[src/hdl/hrbp_pkg.sv]
`default_nettype none

package hrbp_pkg;

	// Default width of the length accumulator and of the body counter.
	localparam int LENGTH_BITS_DEFAULT = 32;

	// Width of the body_length result field.
	localparam int BODY_LENGTH_W = 32;

	// Entries in the queue between the parser and the result stage.
	localparam int QUEUE_DEPTH = 4;

	typedef enum logic [2:0] {
		CLS_METHOD   = 3'd0,
		CLS_PATH     = 3'd1,
		CLS_VERSION  = 3'd2,
		CLS_HNAME    = 3'd3,
		CLS_HVALUE   = 3'd4,
		CLS_BODY     = 3'd5,
		CLS_COMPLETE = 3'd6,
		CLS_ERROR    = 3'd7
	} field_class_t;

	typedef enum logic [1:0] {
		ERR_NONE       = 2'd0,
		ERR_METHOD     = 2'd1,
		ERR_NEG_LENGTH = 2'd2
	} err_code_t;

	// One queue entry holds every result caused by one input byte.
	typedef struct packed {
		logic                     two;
		field_class_t             cls_a;
		logic [7:0]               byte_a;
		field_class_t             cls_b;
		logic [7:0]               byte_b;
		logic                     is_post;
		logic [BODY_LENGTH_W-1:0] body_length;
		err_code_t                error_code;
	} entry_t;

	// One result as it appears on the output ports.
	typedef struct packed {
		field_class_t             field_class;
		logic [7:0]               out_byte;
		logic                     is_post;
		logic [BODY_LENGTH_W-1:0] body_length;
		err_code_t                error_code;
		logic                     last_of_run;
	} result_t;

endpackage

`default_nettype wire

[src/hdl/hrbp_front.sv]
`default_nettype none

module hrbp_front #(
	parameter int LENGTH_BITS = hrbp_pkg::LENGTH_BITS_DEFAULT
) (
	input  logic            clk,
	input  logic            arst_n,
	input  logic            push,
	input  logic            q_full,
	input  logic [7:0]      in_byte,
	output logic            wr_en,
	output hrbp_pkg::entry_t wr_entry
);
	import hrbp_pkg::*;

	localparam int MAC_W = LENGTH_BITS + 4;

	localparam logic [7:0] CH_CR    = 8'h0D;
	localparam logic [7:0] CH_LF    = 8'h0A;
	localparam logic [7:0] CH_SP    = 8'h20;
	localparam logic [7:0] CH_COLON = 8'h3A;
	localparam logic [7:0] CH_PLUS  = 8'h2B;
	localparam logic [7:0] CH_MINUS = 8'h2D;
	localparam logic [3:0] CLEN_LEN = 4'd14;
	localparam logic [2:0] MPOS_MAX = 3'd7;
	localparam logic [2:0] GET_LEN  = 3'd3;
	localparam logic [2:0] POST_LEN = 3'd4;

	typedef enum logic [5:0] {
		PH_METHOD  = 6'b000001,
		PH_PATH    = 6'b000010,
		PH_VERSION = 6'b000100,
		PH_HNAME   = 6'b001000,
		PH_HVALUE  = 6'b010000,
		PH_BODY    = 6'b100000
	} phase_t;

	typedef enum logic [3:0] {
		LV_BLANKS = 4'b0001,
		LV_POS    = 4'b0010,
		LV_NEG    = 4'b0100,
		LV_DONE   = 4'b1000
	} lv_phase_t;

	function automatic logic [7:0] get_char(input logic [1:0] idx);
		logic [7:0] c;
		unique case (idx)
			2'd0:    c = 8'h47;
			2'd1:    c = 8'h45;
			2'd2:    c = 8'h54;
			default: c = 8'h00;
		endcase
		return c;
	endfunction

	function automatic logic [7:0] post_char(input logic [1:0] idx);
		logic [7:0] c;
		unique case (idx)
			2'd0:    c = 8'h50;
			2'd1:    c = 8'h4F;
			2'd2:    c = 8'h53;
			default: c = 8'h54;
		endcase
		return c;
	endfunction

	function automatic logic [7:0] clen_char(input logic [3:0] idx);
		logic [7:0] c;
		unique case (idx)
			4'd0:    c = 8'h43;
			4'd1:    c = 8'h6F;
			4'd2:    c = 8'h6E;
			4'd3:    c = 8'h74;
			4'd4:    c = 8'h65;
			4'd5:    c = 8'h6E;
			4'd6:    c = 8'h74;
			4'd7:    c = 8'h2D;
			4'd8:    c = 8'h4C;
			4'd9:    c = 8'h65;
			4'd10:   c = 8'h6E;
			4'd11:   c = 8'h67;
			4'd12:   c = 8'h74;
			4'd13:   c = 8'h68;
			default: c = 8'h00;
		endcase
		return c;
	endfunction

	phase_t                 phase_q, phase_d;
	logic [2:0]             mpos_q, mpos_d;
	logic                   cand_get_q, cand_get_d;
	logic                   cand_post_q, cand_post_d;
	logic                   post_q, post_d;
	logic                   cr_q, cr_d;
	logic                   lstart_q, lstart_d;
	logic [3:0]             npos_q, npos_d;
	logic                   nmatch_q, nmatch_d;
	logic                   lseen_q, lseen_d;
	lv_phase_t              lvp_q, lvp_d;
	logic [LENGTH_BITS-1:0] accum_q, accum_d;
	logic [LENGTH_BITS-1:0] rem_q, rem_d;
	logic                   err_q, err_d;

	logic                   accept;
	logic                   has_res;
	entry_t                 e;
	logic                   len_active;
	logic                   is_digit;
	logic                   is_blank;
	logic [MAC_W-1:0]       mac;
	logic [LENGTH_BITS-1:0] acc_sat;
	lv_phase_t              lvp_cr;
	lv_phase_t              feed_start;
	lv_phase_t              feed_lvp;
	logic [LENGTH_BITS-1:0] feed_acc;
	logic                   feed_ok;
	field_class_t           line_cls;

	assign accept     = push && !q_full;
	assign len_active = nmatch_q && (npos_q == CLEN_LEN);
	assign is_digit   = (in_byte >= 8'h30) && (in_byte <= 8'h39);
	assign is_blank   = (in_byte == CH_SP) || ((in_byte >= 8'd9) && (in_byte <= 8'd13));

	// Multiply by ten as two shifts and an add, then saturate on overflow.
	assign mac = (MAC_W'(accum_q) << 3) + (MAC_W'(accum_q) << 1) + MAC_W'(in_byte[3:0]);
	assign acc_sat = (mac[MAC_W-1:LENGTH_BITS] != '0) ? '1 : mac[LENGTH_BITS-1:0];

	// A CR fed to the conversion ends it once digits or a sign have begun.
	assign lvp_cr     = ((lvp_q == LV_POS) || (lvp_q == LV_NEG)) ? LV_DONE : lvp_q;
	assign feed_start = cr_q ? lvp_cr : lvp_q;
	assign feed_ok    = (phase_q == PH_HVALUE) && len_active;
	assign line_cls   = (phase_q == PH_VERSION) ? CLS_VERSION : CLS_HVALUE;

	always_comb begin
		feed_lvp = feed_start;
		feed_acc = accum_q;
		unique case (feed_start)
			LV_BLANKS: begin
				priority if (is_blank) begin
					feed_lvp = LV_BLANKS;
				end else if (in_byte == CH_PLUS) begin
					feed_lvp = LV_POS;
				end else if (in_byte == CH_MINUS) begin
					feed_lvp = LV_NEG;
				end else if (is_digit) begin
					feed_lvp = LV_POS;
					feed_acc = acc_sat;
				end else begin
					feed_lvp = LV_DONE;
				end
			end
			LV_POS, LV_NEG: begin
				if (is_digit) begin
					feed_acc = acc_sat;
				end else begin
					feed_lvp = LV_DONE;
				end
			end
			default: begin
				feed_lvp = LV_DONE;
			end
		endcase
	end

	always_comb begin
		phase_d     = phase_q;
		mpos_d      = mpos_q;
		cand_get_d  = cand_get_q;
		cand_post_d = cand_post_q;
		post_d      = post_q;
		cr_d        = cr_q;
		lstart_d    = lstart_q;
		npos_d      = npos_q;
		nmatch_d    = nmatch_q;
		lseen_d     = lseen_q;
		lvp_d       = lvp_q;
		accum_d     = accum_q;
		rem_d       = rem_q;
		err_d       = err_q;
		has_res     = 1'b0;

		e.two         = 1'b0;
		e.cls_a       = CLS_METHOD;
		e.byte_a      = 8'h00;
		e.cls_b       = CLS_METHOD;
		e.byte_b      = 8'h00;
		e.is_post     = post_q;
		e.body_length = BODY_LENGTH_W'(accum_q);
		e.error_code  = ERR_NONE;

		if (err_q) begin
			has_res      = 1'b1;
			e.cls_a      = CLS_ERROR;
			e.error_code = (phase_q == PH_METHOD) ? ERR_METHOD : ERR_NEG_LENGTH;
		end else begin
			unique case (phase_q)
				PH_PATH: begin
					if (in_byte == CH_SP) begin
						phase_d = PH_VERSION;
					end else begin
						has_res  = 1'b1;
						e.cls_a  = CLS_PATH;
						e.byte_a = in_byte;
					end
				end
				PH_VERSION, PH_HVALUE: begin
					if (cr_q) begin
						if (in_byte == CH_LF) begin
							cr_d = 1'b0;
							if (feed_ok && (lvp_q == LV_NEG) && (accum_q != '0)) begin
								err_d        = 1'b1;
								has_res      = 1'b1;
								e.cls_a      = CLS_ERROR;
								e.error_code = ERR_NEG_LENGTH;
							end else begin
								phase_d  = PH_HNAME;
								lstart_d = 1'b1;
								npos_d   = 4'd0;
								nmatch_d = 1'b1;
							end
						end else begin
							// The held CR turns out to be content.
							has_res  = 1'b1;
							e.cls_a  = line_cls;
							e.byte_a = CH_CR;
							if (in_byte == CH_CR) begin
								if (feed_ok) begin
									lvp_d = lvp_cr;
								end
							end else begin
								cr_d     = 1'b0;
								e.two    = 1'b1;
								e.cls_b  = line_cls;
								e.byte_b = in_byte;
								if (feed_ok) begin
									lvp_d   = feed_lvp;
									accum_d = feed_acc;
								end
							end
						end
					end else if (in_byte == CH_CR) begin
						cr_d = 1'b1;
					end else begin
						has_res  = 1'b1;
						e.cls_a  = line_cls;
						e.byte_a = in_byte;
						if (feed_ok) begin
							lvp_d   = feed_lvp;
							accum_d = feed_acc;
						end
					end
				end
				PH_HNAME: begin
					if (cr_q) begin
						cr_d = 1'b0;
						if (in_byte == CH_LF) begin
							if (post_q && (accum_q != '0)) begin
								phase_d = PH_BODY;
								rem_d   = accum_q;
							end else begin
								has_res     = 1'b1;
								e.cls_a     = CLS_COMPLETE;
								phase_d     = PH_METHOD;
								mpos_d      = 3'd0;
								cand_get_d  = 1'b1;
								cand_post_d = 1'b1;
								post_d      = 1'b0;
								lstart_d    = 1'b0;
								npos_d      = 4'd0;
								nmatch_d    = 1'b1;
								lseen_d     = 1'b0;
								lvp_d       = LV_BLANKS;
								accum_d     = '0;
								rem_d       = '0;
							end
						end else begin
							// A CR at line start never matches, so the name is dead.
							has_res  = 1'b1;
							e.cls_a  = CLS_HNAME;
							e.byte_a = CH_CR;
							lstart_d = 1'b0;
							nmatch_d = 1'b0;
							if (in_byte == CH_COLON) begin
								phase_d = PH_HVALUE;
							end else begin
								e.two    = 1'b1;
								e.cls_b  = CLS_HNAME;
								e.byte_b = in_byte;
							end
						end
					end else if (in_byte == CH_COLON) begin
						nmatch_d = len_active && !lseen_q;
						if (len_active && !lseen_q) begin
							lseen_d = 1'b1;
							lvp_d   = LV_BLANKS;
							accum_d = '0;
						end
						lstart_d = 1'b0;
						phase_d  = PH_HVALUE;
					end else if (lstart_q && (in_byte == CH_CR)) begin
						cr_d = 1'b1;
					end else begin
						has_res  = 1'b1;
						e.cls_a  = CLS_HNAME;
						e.byte_a = in_byte;
						lstart_d = 1'b0;
						if (nmatch_q) begin
							if ((npos_q < CLEN_LEN) && (in_byte == clen_char(npos_q))) begin
								npos_d = npos_q + 4'd1;
							end else begin
								nmatch_d = 1'b0;
							end
						end
					end
				end
				PH_BODY: begin
					has_res  = 1'b1;
					e.cls_a  = CLS_BODY;
					e.byte_a = in_byte;
					if (rem_q <= LENGTH_BITS'(1)) begin
						e.two       = 1'b1;
						e.cls_b     = CLS_COMPLETE;
						phase_d     = PH_METHOD;
						mpos_d      = 3'd0;
						cand_get_d  = 1'b1;
						cand_post_d = 1'b1;
						post_d      = 1'b0;
						cr_d        = 1'b0;
						lstart_d    = 1'b0;
						npos_d      = 4'd0;
						nmatch_d    = 1'b1;
						lseen_d     = 1'b0;
						lvp_d       = LV_BLANKS;
						accum_d     = '0;
						rem_d       = '0;
					end else begin
						rem_d = rem_q - LENGTH_BITS'(1);
					end
				end
				default: begin
					if (in_byte == CH_SP) begin
						if ((mpos_q == GET_LEN) && cand_get_q) begin
							post_d  = 1'b0;
							phase_d = PH_PATH;
						end else if ((mpos_q == POST_LEN) && cand_post_q) begin
							post_d  = 1'b1;
							phase_d = PH_PATH;
						end else begin
							err_d        = 1'b1;
							has_res      = 1'b1;
							e.cls_a      = CLS_ERROR;
							e.error_code = ERR_METHOD;
						end
					end else begin
						if (!((mpos_q < GET_LEN) && (in_byte == get_char(mpos_q[1:0])))) begin
							cand_get_d = 1'b0;
						end
						if (!((mpos_q < POST_LEN) && (in_byte == post_char(mpos_q[1:0])))) begin
							cand_post_d = 1'b0;
						end
						if (mpos_q != MPOS_MAX) begin
							mpos_d = mpos_q + 3'd1;
						end
						has_res  = 1'b1;
						e.cls_a  = CLS_METHOD;
						e.byte_a = in_byte;
					end
				end
			endcase
		end
	end

	assign wr_en    = accept && has_res;
	assign wr_entry = e;

	always_ff @(posedge clk or negedge arst_n) begin
		if (!arst_n) begin
			phase_q     <= PH_METHOD;
			mpos_q      <= 3'd0;
			cand_get_q  <= 1'b1;
			cand_post_q <= 1'b1;
			post_q      <= 1'b0;
			cr_q        <= 1'b0;
			lstart_q    <= 1'b0;
			npos_q      <= 4'd0;
			nmatch_q    <= 1'b1;
			lseen_q     <= 1'b0;
			lvp_q       <= LV_BLANKS;
			accum_q     <= '0;
			rem_q       <= '0;
			err_q       <= 1'b0;
		end else if (accept) begin
			phase_q     <= phase_d;
			mpos_q      <= mpos_d;
			cand_get_q  <= cand_get_d;
			cand_post_q <= cand_post_d;
			post_q      <= post_d;
			cr_q        <= cr_d;
			lstart_q    <= lstart_d;
			npos_q      <= npos_d;
			nmatch_q    <= nmatch_d;
			lseen_q     <= lseen_d;
			lvp_q       <= lvp_d;
			accum_q     <= accum_d;
			rem_q       <= rem_d;
			err_q       <= err_d;
		end
	end

	a_err_sticky: assert property (@(posedge clk) disable iff (!arst_n)
		err_q |=> err_q)
		else $error("error flag cleared without reset");

	a_body_count: assert property (@(posedge clk) disable iff (!arst_n)
		(phase_q == PH_BODY) |-> (rem_q != '0))
		else $error("body phase with nothing left to count");

	a_cr_phase: assert property (@(posedge clk) disable iff (!arst_n)
		cr_q |-> ((phase_q == PH_VERSION) || (phase_q == PH_HVALUE) || (phase_q == PH_HNAME)))
		else $error("CR held outside a line phase");

endmodule

`default_nettype wire

[src/hdl/hrbp_queue.sv]
`default_nettype none

module hrbp_queue (
	input  logic             clk,
	input  logic             arst_n,
	input  logic             wr_en,
	input  hrbp_pkg::entry_t wr_entry,
	output logic             full,
	input  logic             rd_en,
	output logic             rd_valid,
	output hrbp_pkg::entry_t rd_entry
);
	import hrbp_pkg::*;

	localparam int PTR_W = (QUEUE_DEPTH > 1) ? $clog2(QUEUE_DEPTH) : 1;
	localparam int CNT_W = $clog2(QUEUE_DEPTH + 1);

	entry_t           store_q [QUEUE_DEPTH];
	logic [PTR_W-1:0] wr_ptr_q;
	logic [PTR_W-1:0] rd_ptr_q;
	logic [CNT_W-1:0] count_q;

	assign full     = (count_q == CNT_W'(QUEUE_DEPTH));
	assign rd_valid = (count_q != '0);
	assign rd_entry = store_q[rd_ptr_q];

	always_ff @(posedge clk) begin
		if (wr_en) begin
			store_q[wr_ptr_q] <= wr_entry;
		end
	end

	always_ff @(posedge clk or negedge arst_n) begin
		if (!arst_n) begin
			wr_ptr_q <= '0;
			rd_ptr_q <= '0;
			count_q  <= '0;
		end else begin
			if (wr_en) begin
				wr_ptr_q <= (wr_ptr_q == PTR_W'(QUEUE_DEPTH - 1)) ? '0 : wr_ptr_q + 1'b1;
			end
			if (rd_en) begin
				rd_ptr_q <= (rd_ptr_q == PTR_W'(QUEUE_DEPTH - 1)) ? '0 : rd_ptr_q + 1'b1;
			end
			unique case ({wr_en, rd_en})
				2'b10:   count_q <= count_q + 1'b1;
				2'b01:   count_q <= count_q - 1'b1;
				default: count_q <= count_q;
			endcase
		end
	end

endmodule

`default_nettype wire

[src/hdl/hrbp_back.sv]
`default_nettype none

module hrbp_back (
	input  logic              clk,
	input  logic              arst_n,
	input  logic              q_valid,
	input  hrbp_pkg::entry_t  q_head,
	output logic              q_deq,
	input  logic              pop,
	output logic              empty,
	output hrbp_pkg::result_t res
);
	import hrbp_pkg::*;

	logic    out_valid_q;
	result_t out_q;
	logic    half_q;
	logic    load;
	result_t sel;

	assign load = q_valid && (!out_valid_q || pop);

	// half_q marks that the first of a two-result entry has been loaded into the output register.
	always_comb begin
		sel.is_post     = q_head.is_post;
		sel.body_length = q_head.body_length;
		if (!half_q) begin
			sel.field_class = q_head.cls_a;
			sel.out_byte    = q_head.byte_a;
			sel.error_code  = q_head.error_code;
			sel.last_of_run = !q_head.two;
			q_deq           = load && !q_head.two;
		end else begin
			sel.field_class = q_head.cls_b;
			sel.out_byte    = q_head.byte_b;
			sel.error_code  = ERR_NONE;
			sel.last_of_run = 1'b1;
			q_deq           = load;
		end
	end

	always_ff @(posedge clk) begin
		if (load) begin
			out_q <= sel;
		end
	end

	always_ff @(posedge clk or negedge arst_n) begin
		if (!arst_n) begin
			out_valid_q <= 1'b0;
			half_q      <= 1'b0;
		end else begin
			if (load) begin
				out_valid_q <= 1'b1;
				half_q      <= !half_q && q_head.two;
			end else if (pop) begin
				out_valid_q <= 1'b0;
			end
		end
	end

	assign empty = !out_valid_q;
	assign res   = out_q;

	a_half_head: assert property (@(posedge clk) disable iff (!arst_n)
		half_q |-> q_valid)
		else $error("second result pending without a queue entry");

	a_error_last: assert property (@(posedge clk) disable iff (!arst_n)
		(out_valid_q && (out_q.field_class == CLS_ERROR)) |-> out_q.last_of_run)
		else $error("error result not last of its run");

	a_code_only_on_error: assert property (@(posedge clk) disable iff (!arst_n)
		(out_valid_q && (out_q.field_class != CLS_ERROR)) |-> (out_q.error_code == ERR_NONE))
		else $error("error code on a non-error result");

endmodule

`default_nettype wire

[src/hdl/http_request_byte_parser.sv]
// HTTP request byte parser. Request bytes enter through a queue-style port
// (push/full) and every content byte comes back out through a second queue-
// style port (empty/pop), tagged as method, path, version, header name, header
// value or body, together with the recognized method (GET or POST), the
// Content-Length value parsed so far and, at the end of a request, a complete
// result after which the parser rearms for the next request. Separators (the
// spaces of the request line, the header colon and each CR LF) produce no
// result; a CR in the version or a header value is held until the next byte
// shows whether it began a CR LF. An unknown method or a negative length gives
// an error result for every later byte until reset. Timing: a byte is taken
// at any edge where full is low, one byte per cycle, and the parser decides
// everything about it in that cycle. The results of a byte sit in a four-entry
// queue and then pass through the output register to the result ports; one
// result leaves per cycle while pop is high, so a byte that causes two results
// (a held CR flushed together with the next byte, or the last body byte
// followed by the completion) gives two results, and the output port's rate
// is what bounds the sustained input rate. The parser's state update, with
// its multiply-by-ten accumulate of the length, is the longest path.
`default_nettype none

module http_request_byte_parser #(
	parameter int LENGTH_BITS = hrbp_pkg::LENGTH_BITS_DEFAULT
) (
	input  logic        clk,
	input  logic        arst_n,
	input  logic        push,
	output logic        full,
	input  logic [7:0]  in_byte,
	output logic        empty,
	input  logic        pop,
	output logic [2:0]  field_class,
	output logic [7:0]  out_byte,
	output logic        is_post,
	output logic [31:0] body_length,
	output logic [1:0]  error_code,
	output logic        last_of_run
);
	import hrbp_pkg::*;

	// Front to queue: one entry per byte that causes at least one result.
	logic    wr_en;
	entry_t  wr_entry;

	// Queue to back: the oldest entry and the dequeue strobe.
	logic    rd_valid;
	logic    rd_en;
	entry_t  rd_entry;

	result_t res;

	// The parser: classifies each byte and keeps all per-request state.
	hrbp_front #(
		.LENGTH_BITS(LENGTH_BITS)
	) u_front (
		.clk      (clk),
		.arst_n   (arst_n),
		.push     (push),
		.q_full   (full),
		.in_byte  (in_byte),
		.wr_en    (wr_en),
		.wr_entry (wr_entry)
	);

	// Short queue that lets the parser keep taking bytes while results wait.
	hrbp_queue u_queue (
		.clk      (clk),
		.arst_n   (arst_n),
		.wr_en    (wr_en),
		.wr_entry (wr_entry),
		.full     (full),
		.rd_en    (rd_en),
		.rd_valid (rd_valid),
		.rd_entry (rd_entry)
	);

	// The result stage: splits each entry into its one or two results and
	// holds the oldest one in an output register until its transfer.
	hrbp_back u_back (
		.clk     (clk),
		.arst_n  (arst_n),
		.q_valid (rd_valid),
		.q_head  (rd_entry),
		.q_deq   (rd_en),
		.pop     (pop),
		.empty   (empty),
		.res     (res)
	);

	assign field_class = res.field_class;
	assign out_byte    = res.out_byte;
	assign is_post     = res.is_post;
	assign body_length = res.body_length;
	assign error_code  = res.error_code;
	assign last_of_run = res.last_of_run;

endmodule

`default_nettype wire

[config.mk]
export PLATFORM = sky130hd
export DESIGN_NAME = http_request_byte_parser
export DESIGN_NICKNAME = d
export VERILOG_FILES = /design/src/hdl/hrbp_pkg.sv /design/src/hdl/hrbp_front.sv /design/src/hdl/hrbp_queue.sv /design/src/hdl/hrbp_back.sv /design/src/hdl/http_request_byte_parser.sv
export SDC_FILE = /design/constraint.sdc
export NUM_CORES = 1
export LEC_CHECK = 0
export BUFFER_PORTS_ARGS = -buffer_cell sky130_fd_sc_hd__buf_2
export CORE_MARGIN = 8
export CORE_UTILIZATION = 28
export CTS_CLUSTER_DIAMETER = 200
export DETAILED_ROUTE_END_ITERATION = 16
export GPL_ROUTABILITY_DRIVEN = 0
export PLACE_DENSITY_LB_ADDON = 0.2
export SYNTH_ARGS = -nofsm -noshare
export SYNTH_HDL_FRONTEND = slang
export SYNTH_SLANG_ARGS = --single-unit
[constraint.sdc]
create_clock -name clk -period 4.59 [get_ports clk]
set_clock_uncertainty 0.15 [all_clocks]
set_input_delay 0.918 -clock clk [delete_from_list [all_inputs] [get_ports clk]]
set_output_delay 0.918 -clock clk [all_outputs]
set_load 0.01 [all_outputs]
==> flow_summary.json, run 1 <==
{
  "layout-drive-gt1-share_pct": 17.0,
  "regToRegStartpoint": "u_front.accum_q[14]$_DFFE_PN0P_",
  "grt_pass1_vias": 12400,
  "insertion_delay_ns": 0.57,
  "synth_flop_cell": "edfxtp_1",
  "std_cell_rows": 94,
  "irDropWorstVdd_mv": 0.279,
  "cts_tree": "done",
  "intPower_mw": 7.68,
  "async_flop_share_pct": 26.0,
  "final_design_area_no_fill_um2": 21400,
  "period_needed_ns": 4.26,
  "worst_slew_margin_rel_pct": 26.8,
  "drc": 0,
  "grt.total_usage_pct": 12.4,
  "postCtsResizedCells": 0,
  "wl_per_cell_um": 19.4,
  "wirelength_mm": 47.2,
  "max_freq_mhz": 235,
  "startpoint": "u_front.accum_q[14]$_DFFE_PN0P_",
  "min_period_over_period_pct": 92.7,
  "cp.required_ns": 4.87,
  "synth.avg_cell_area_um2": 12.7,
  "rsz0062_at_grt": "false",
  "endpoint_kind": "flip-flop",
  "die_area_um2": 74600,
  "ys_ff_latch": 377,
  "start_util_pct": 28.2,
  "max_cap_violations": 0,
  "portBuffers": 60,
  "drtIter0Drc": 905,
  "clk_pin_slew_ns": 0.06,
  "die_x_um": 273,
  "worst-r2r-cell-count": 12,
  "clock_path_buffers": 3,
  "synth_edf_count": 279,
  "fillers": 6525,
  "hpwl_mm": 31.4,
  "clkPwrFrac_pct": 29.5,
  "drt.antenna.violating_nets": 0,
  "core_area_um2": 65600,
  "synthDistinctLibCells": 80,
  "final_util_pct": 32.7,
  "power_density_nw_per_um2": 516,
  "overflow": 0,
  "finalMaxSlewViolations": 0,
  "hold_viol_final": 0,
  "ctsHoldBuffers": 0,
  "post_cts_buffers": 0,
  "htree_levels": 2,
  "fp.dieH_um": 273,
  "whs_ns": 0.268,
  "combPwrFrac_pct": 26.2,
  "first_pass_iters": 7,
  "swShare_pct": 30.5,
  "critPathArrivalTime_ns": 4.53,
  "grt_pass1_wl_mm": 73.8,
  "nets": 1639,
  "status": "finished, final reports clean",
  "worst_pin_slew_ns": 1.09,
  "final_cells": 2438,
  "p_seq_share_pct": 44.3,
  "cp-start-kind": "flip-flop",
  "critPathKind": "reg -> reg",
  "placed_cells": 2362,
  "ioPinCount": 61,
  "via_count": 12400,
  "antennaDiodeCount": 0,
  "syn_area_um2": 18500,
  "grt_max_degree": 60,
  "setup_viol": 0,
  "syn_inst": 1459,
  "synth-seq-area-share_pct": 58.5,
  "p_leak_nw": 8.22,
  "cp_max_fo": 22,
  "clock_sinks": 377,
  "antenna_found_initial": 0,
  "synth_nets": 1556,
  "cts_inserted_buffers": 42,
  "via_per_inst": 5.07,
  "area_growth_pct": 15.7,
  "cts_root_buffer": "clkbuf_16",
  "hp-class": "in -> async",
  "post_dp_cell_area_um2": 20100,
  "setup_tns_ns": 0,
  "switching_power_mw": 3.38,
  "yosys_warnings": 0
}
[through the flow]
stage | total power, mW | setup WS (ns)
2_1_floorplan | 6.93 | 0.0308
3_3_place_gp | 7.94 | -0.0377
3_5_place_dp | 7.97 | -0.0881
4_1_cts | 11.3 | 0.364
5_1_grt | 11.7 | 0.166
6_report | 11.1 | 0.335
[path summary, 6_finish.rpt]
kind,to,slack [ns]
min in group clk,u_front.cand_post_q$_DFFE_PN1P_,0.34
setup reg to reg,u_front.accum_q[14]$_DFFE_PN0P_,0.33
setup / recovery,u_front.accum_q[14]$_DFFE_PN0P_,0.33
hold / removal,u_front.mpos_q[2]$_DFFE_PN0P_,0.27
max in group asynchronous,u_front.nmatch_q$_DFFE_PN1P_,3.08
hold reg to reg,u_front.cand_post_q$_DFFE_PN1P_,0.34
[cell type report]
cell class | count | area (um^2) | share of cell area [%]
multi-input combinational | 961 | 7240 | 33.8
inverter | 47 | 176 | 0.823
sequential | 377 | 10800 | 50.6
clock inverter | 23 | 213 | 0.993
clock buffer | 53 | 1100 | 5.14
tap | 864 | 1080 | 5.04
timing repair buffer | 113 | 776 | 3.62
[metal layers]
layer / vias up / wire, um / global-route usage (%)
met5: - / 0 / 0
met4: 0 / 1140 / 3.81
met3: 72 / 2140 / 1.75
met2: 284 / 21700 / 19.8
met1: 6213 / 22200 / 17.3
li1: 5796 / - / -
[cell families after synthesis]
| family | after synthesis | share of synthesized area (%) |
|---|---|---|
| and+or+nand+nor | 404 | 10.9 |
| DFF | 377 | 58.5 |
| AOI/OAI and AO/OA | 365 | 12.7 |
| buffers and inverters | 121 | 2.57 |
| adders and majority gates | 85 | 5.86 |
| muxes | 67 | 7.57 |
| xor gates and xnor gates | 40 | 1.89 |
[power by group through the flow]
| stage | clock network (mW) | registers, mW | logic, mW |
|---|---|---|---|
| global route | 3.48 | 4.98 | 3.20 |
| floorplan | 0 | 5.00 | 1.93 |
| detailed placement | 0 | 4.97 | 3.00 |
| CTS | 3.37 | 4.91 | 3.00 |
| global placement | 0 | 4.95 | 3.00 |
| finish | 3.26 | 4.90 | 2.90 |
[synthesized netlist by cell type (11+ instances only)]
library cell | n | area (um^2)
a21o_1 | 22 | 165
a21oi_1 | 101 | 505
a221o_1 | 29 | 290
a22oi_1 | 14 | 105
and2_1 | 12 | 75.1
and3_1 | 14 | 87.6
buf_1 | 14 | 52.6
clkbuf_1 | 49 | 184
dfrtp_1 | 93 | 2330
edfxtp_1 | 279 | 8380
ha_1 | 82 | 1030
inv_1 | 46 | 173
mux4_2 | 58 | 1310
nand2_1 | 134 | 503
nand2b_1 | 13 | 81.3
nand3_1 | 22 | 110
nand4_1 | 13 | 81.3
nor2_1 | 79 | 297
nor3_1 | 42 | 210
nor4_1 | 17 | 106
o21ai_0 | 38 | 190
o21ai_1 | 69 | 345
or3_1 | 11 | 68.8
xnor2_1 | 26 | 228
xor2_1 | 14 | 123
[layout by cell type, fill, tap and decap left out, types with 14 or more instances in the layout]
cell type / instances
clkbuf_16: 42
nand3_1: 22
ha_1: 82
nor2_1: 77
buf_2: 59
o21ai_0: 38
a22oi_1: 14
mux4_2: 58
nor4_1: 17
o21ai_1: 68
edfxtp_1: 279
a21o_1: 22
inv_1: 45
nand2_1: 134
xor2_1: 14
a221o_1: 29
nor3_1: 42
dfrtp_1: 91
a21oi_1: 101
buf_4: 48
xnor2_1: 26
[sequential cells by signal, summed over array words and instances (netlist names), 3 cells and up]
| register | count |
|---|---|
| u_front.accum_q | 32 |
| u_front.rem_q | 32 |
| u_queue.count_q | 3 |
| u_front.mpos_q | 3 |
| u_front.lvp_q | 4 |
| u_front.phase_q | 6 |
| u_queue.store_q | 232 |
| u_back.res | 47 |
| u_front.npos_q | 4 |
[critical path: stages (launching register included)]
cell and delay [ns]:
dfrtp_1 0.67, ha_1 0.34, ha_1 0.45, nand4_1 0.16, or4_1 0.49, a21o_1 0.20, nand4_1 0.13, a21oi_1 0.09
a211oi_1 0.25, mux2_2 0.39, o31a_1 0.35, buf_12 0.18, a221o_1 0.27
(Power assumes the default switching activity.)
==> run 2, diff against run 1 <==
Settings changed: ABC_AREA set to 1.
==> flow_summary.json, run 2 <==
{
  "synthXorXnorAreaFrac_pct": 1.95,
  "insertion_delay_ns": 0.57,
  "synth.avg_cell_area_um2": 8.82,
  "via_count": 15900,
  "top_register": "u_queue.store_q",
  "die_x_um": 285,
  "via_per_inst": 4.76,
  "largest_reg_flops": 232,
  "synth_flop_cell": "edfxtp_1",
  "fp.dieH_um": 285,
  "min_period_over_period_pct": 78.0,
  "htree_levels": 2,
  "worst-path-buf-inv": 3,
  "grt_busiest_layer": "met2",
  "synth_compound_area_share_pct": 11.1,
  "grt_use_met1_pct": 19.2,
  "start_util_pct": 28.3,
  "nets": 2449,
  "seqCellArea_um2": 10800,
  "post_dp_cell_area_um2": 21800,
  "clock_path_buffers": 3,
  "slowest_delay_ns": 0.55,
  "cts_root_buffer": "clkbuf_16",
  "rsz0062_at_grt": "false",
  "wirelength_mm": 57.4,
  "grtUsageMet2_pct": 22.1,
  "worst-r2r-cell-count": 16,
  "ys_ff_latch": 377,
  "r2r_end": "u_front.accum_q[14]$_DFFE_PN0P_",
  "finalMaxSlewViolations": 0,
  "grt.total_usage_pct": 13.8,
  "use_met3_pct": 2.20,
  "ioPinCount": 61,
  "endpoint_kind": "flip-flop",
  "first_pass_iters": 6,
  "multi_input_area_um2": 8130,
  "hp-class": "in -> async",
  "critPathArrivalTime_ns": 3.87,
  "area_growth_pct": 14.0,
  "worst_pin_slew_ns": 1.14,
  "clock_sinks": 377,
  "syn_inst": 2295,
  "power_mw": 10.4,
  "final_design_area_no_fill_um2": 23100,
  "cts_inserted_buffers": 42,
  "synth_area_leaders": "edfxtp_1 (41%), dfrtp_1 (11%), nand2_1 (9.2%)",
  "worst_slew_margin_rel_pct": 23.8,
  "synth_mux_area_share_pct": 0,
  "std_cell_rows": 98,
  "layout-drive-gt1-share_pct": 8.47,
  "setup_viol": 0,
  "cp.required_ns": 4.88,
  "drc": 0,
  "clk_pin_slew_ns": 0.06,
  "overflow": 0,
  "yosys_warnings": 0,
  "synthDistinctLibCells": 49,
  "ctsHoldBuffers": 0,
  "synth_most_common_cell": "nand2_1",
  "wl_per_cell_um": 17.2,
  "cp_max_fo": 10,
  "antenna_found_initial": 2,
  "syn_area_um2": 20300,
  "irDropWorstVdd_mv": 0.403,
  "hold_viol_final": 0,
  "synth-seq-area-share_pct": 53.5,
  "cts_tree": "done",
  "yosys.area_share.adder_pct": 5.36,
  "cp_slowest_cell": "dfrtp_1",
  "post_cts_buffers": 0,
  "async_flop_share_pct": 26.0,
  "grt_pass1_vias": 15600,
  "period_needed_ns": 3.58,
  "worst-path-stages": 16,
  "grt_max_degree": 112,
  "synthTopCellsByCount": "nand2_1 (495), nor2_1 (330), edfxtp_1 (279)",
  "regToRegStartpoint": "u_front.accum_q[2]$_DFFE_PN0P_",
  "crit_top_cell": "nand2_1",
  "drtIter0Drc": 1235,
  "p_leak_nw": 9.50,
  "mostFrequentLayoutCell": "nand2_1",
  "max_freq_mhz": 279,
  "synth_top_area_cell": "edfxtp_1",
  "cp_top_family": "simple AND/OR/NAND/NOR gates",
  "synth_nets": 2392,
  "grt_pass1_wl_mm": 90.2,
  "yosysTopAreaCellShare_pct": 41.4,
  "max_cap_violations": 0,
  "core_area_um2": 71600,
  "die_area_um2": 81200,
  "crit_chain": "inv_1, fa_1, fa_1, inv_1, nand2_1, nand3_1, nand2_1, nand2_1, nand2_1, nand3_1, nand2_1, nor2_2, buf_4, nand2_1, nor2_1, o21ai_1",
  "synth_top_family_by_area": "simple AND/OR/NAND/NOR gates",
  "synth_edf_count": 279,
  "cp-start-kind": "flip-flop",
  "portBuffers": 60,
  "antennaDiodeCount": 0,
  "crit_end": "u_front.accum_q[14]$_DFFE_PN0P_",
  "critPathKind": "reg -> reg",
  "hpwl_mm": 39.9,
  "r2r_setup_slack_ns": 1.01,
  "status": "finished, final reports clean",
  "postCtsResizedCells": 0,
  "fillers": 7472,
  "synth_simple_gate_area_share_pct": 21.5,
  "layout_common_cells": "nand2_1 (495), nor2_1 (325), edfxtp_1 (279)",
  "power_density_nw_per_um2": 450,
  "drt.antenna.violating_nets": 0,
  "startpoint": "u_front.accum_q[2]$_DFFE_PN0P_"
}
run 2: cell types whose count changed after synthesis, sizes merged, moves of 66 or more:
cell,before,now
inv,46,261
nand2,134,503
nand3,22,110
nor2,80,344
o21ai,107,224
o22ai,7,73
run 2: worst min path at each step:
stage                                         startpoint                             end  slack (ns)
after floorplan              u_front.lseen_q$_DFFE_PN0P_     u_front.lseen_q$_DFFE_PN0P_        0.30
after global placement    u_queue.count_q[0]$_DFFE_PN0P_  u_queue.count_q[0]$_DFFE_PN0P_        0.31
after detailed placement  u_queue.count_q[0]$_DFFE_PN0P_  u_queue.count_q[0]$_DFFE_PN0P_        0.31
after CTS                                         arst_n       u_back.half_q$_DFFE_PN0P_        0.30
after global routing                              arst_n       u_back.half_q$_DFFE_PN0P_        0.33
final                                             arst_n       u_back.half_q$_DFFE_PN0P_        0.28
run 2: cells by family (layout without fill, tap and decap cells):
kind of cell    after synthesis  count (layout)
xor+xnor                     45              45
buf+inv                     341             431
compound gates              412             412
fa+ha+maj                    85              85
simple gates               1035            1035
flops                       377             377
run 2: routing by layer:
layer	vias to the layer above	part of all wire, %
met5	-	0.044
met4	4	2.1
met3	81	4.4
met2	319	45
met1	7611	49
li1	7867	-
run 2: power by group:
group | internal (mW) | leakage, nW | total (mW) | switching [mW]
Clock | 1.85 | 0.631 | 3.27 | 1.42
Sequential | 4.46 | 3.53 | 4.67 | 0.208
Combinational | 0.735 | 5.33 | 2.45 | 1.71
run 2: area by class of cell:
class	count	share of cell area, %
repair buffers	89	2.63
clock inverters	20	0.808
multi-input cells	1577	35.2
inverters	265	4.32
clock buffers	57	4.89
well taps	950	5.15
flip-flops and latches	377	47.0
run 2: stage by stage:
stage                     worst slack (ns)  hold WS, ns  TNS (ns)  std cells  utilization [%]
after floorplan                     -0.546        0.295   -126.73       2295                -
after global placement               0.625        0.312         0       3258             30.4
after detailed placement             0.537        0.313         0       3258             30.4
after CTS                             1.07        0.298         0       3335             32.2
after global routing                 0.755        0.328         0       3335             32.2
final                                 1.01        0.277         0       3335             32.2
run 2: worst register-to-register path: stages (launching register included):
cell     delay, ns
dfrtp_1       0.55
inv_1         0.21
fa_1          0.52
fa_1          0.48
inv_1         0.10
nand2_1       0.07
nand3_1       0.15
nand2_1       0.08
nand2_1       0.13
nand2_1       0.09
nand3_1       0.09
nand2_1       0.09
nor2_2        0.17
buf_4         0.19
nand2_1       0.17
nor2_1        0.15
o21ai_1       0.07
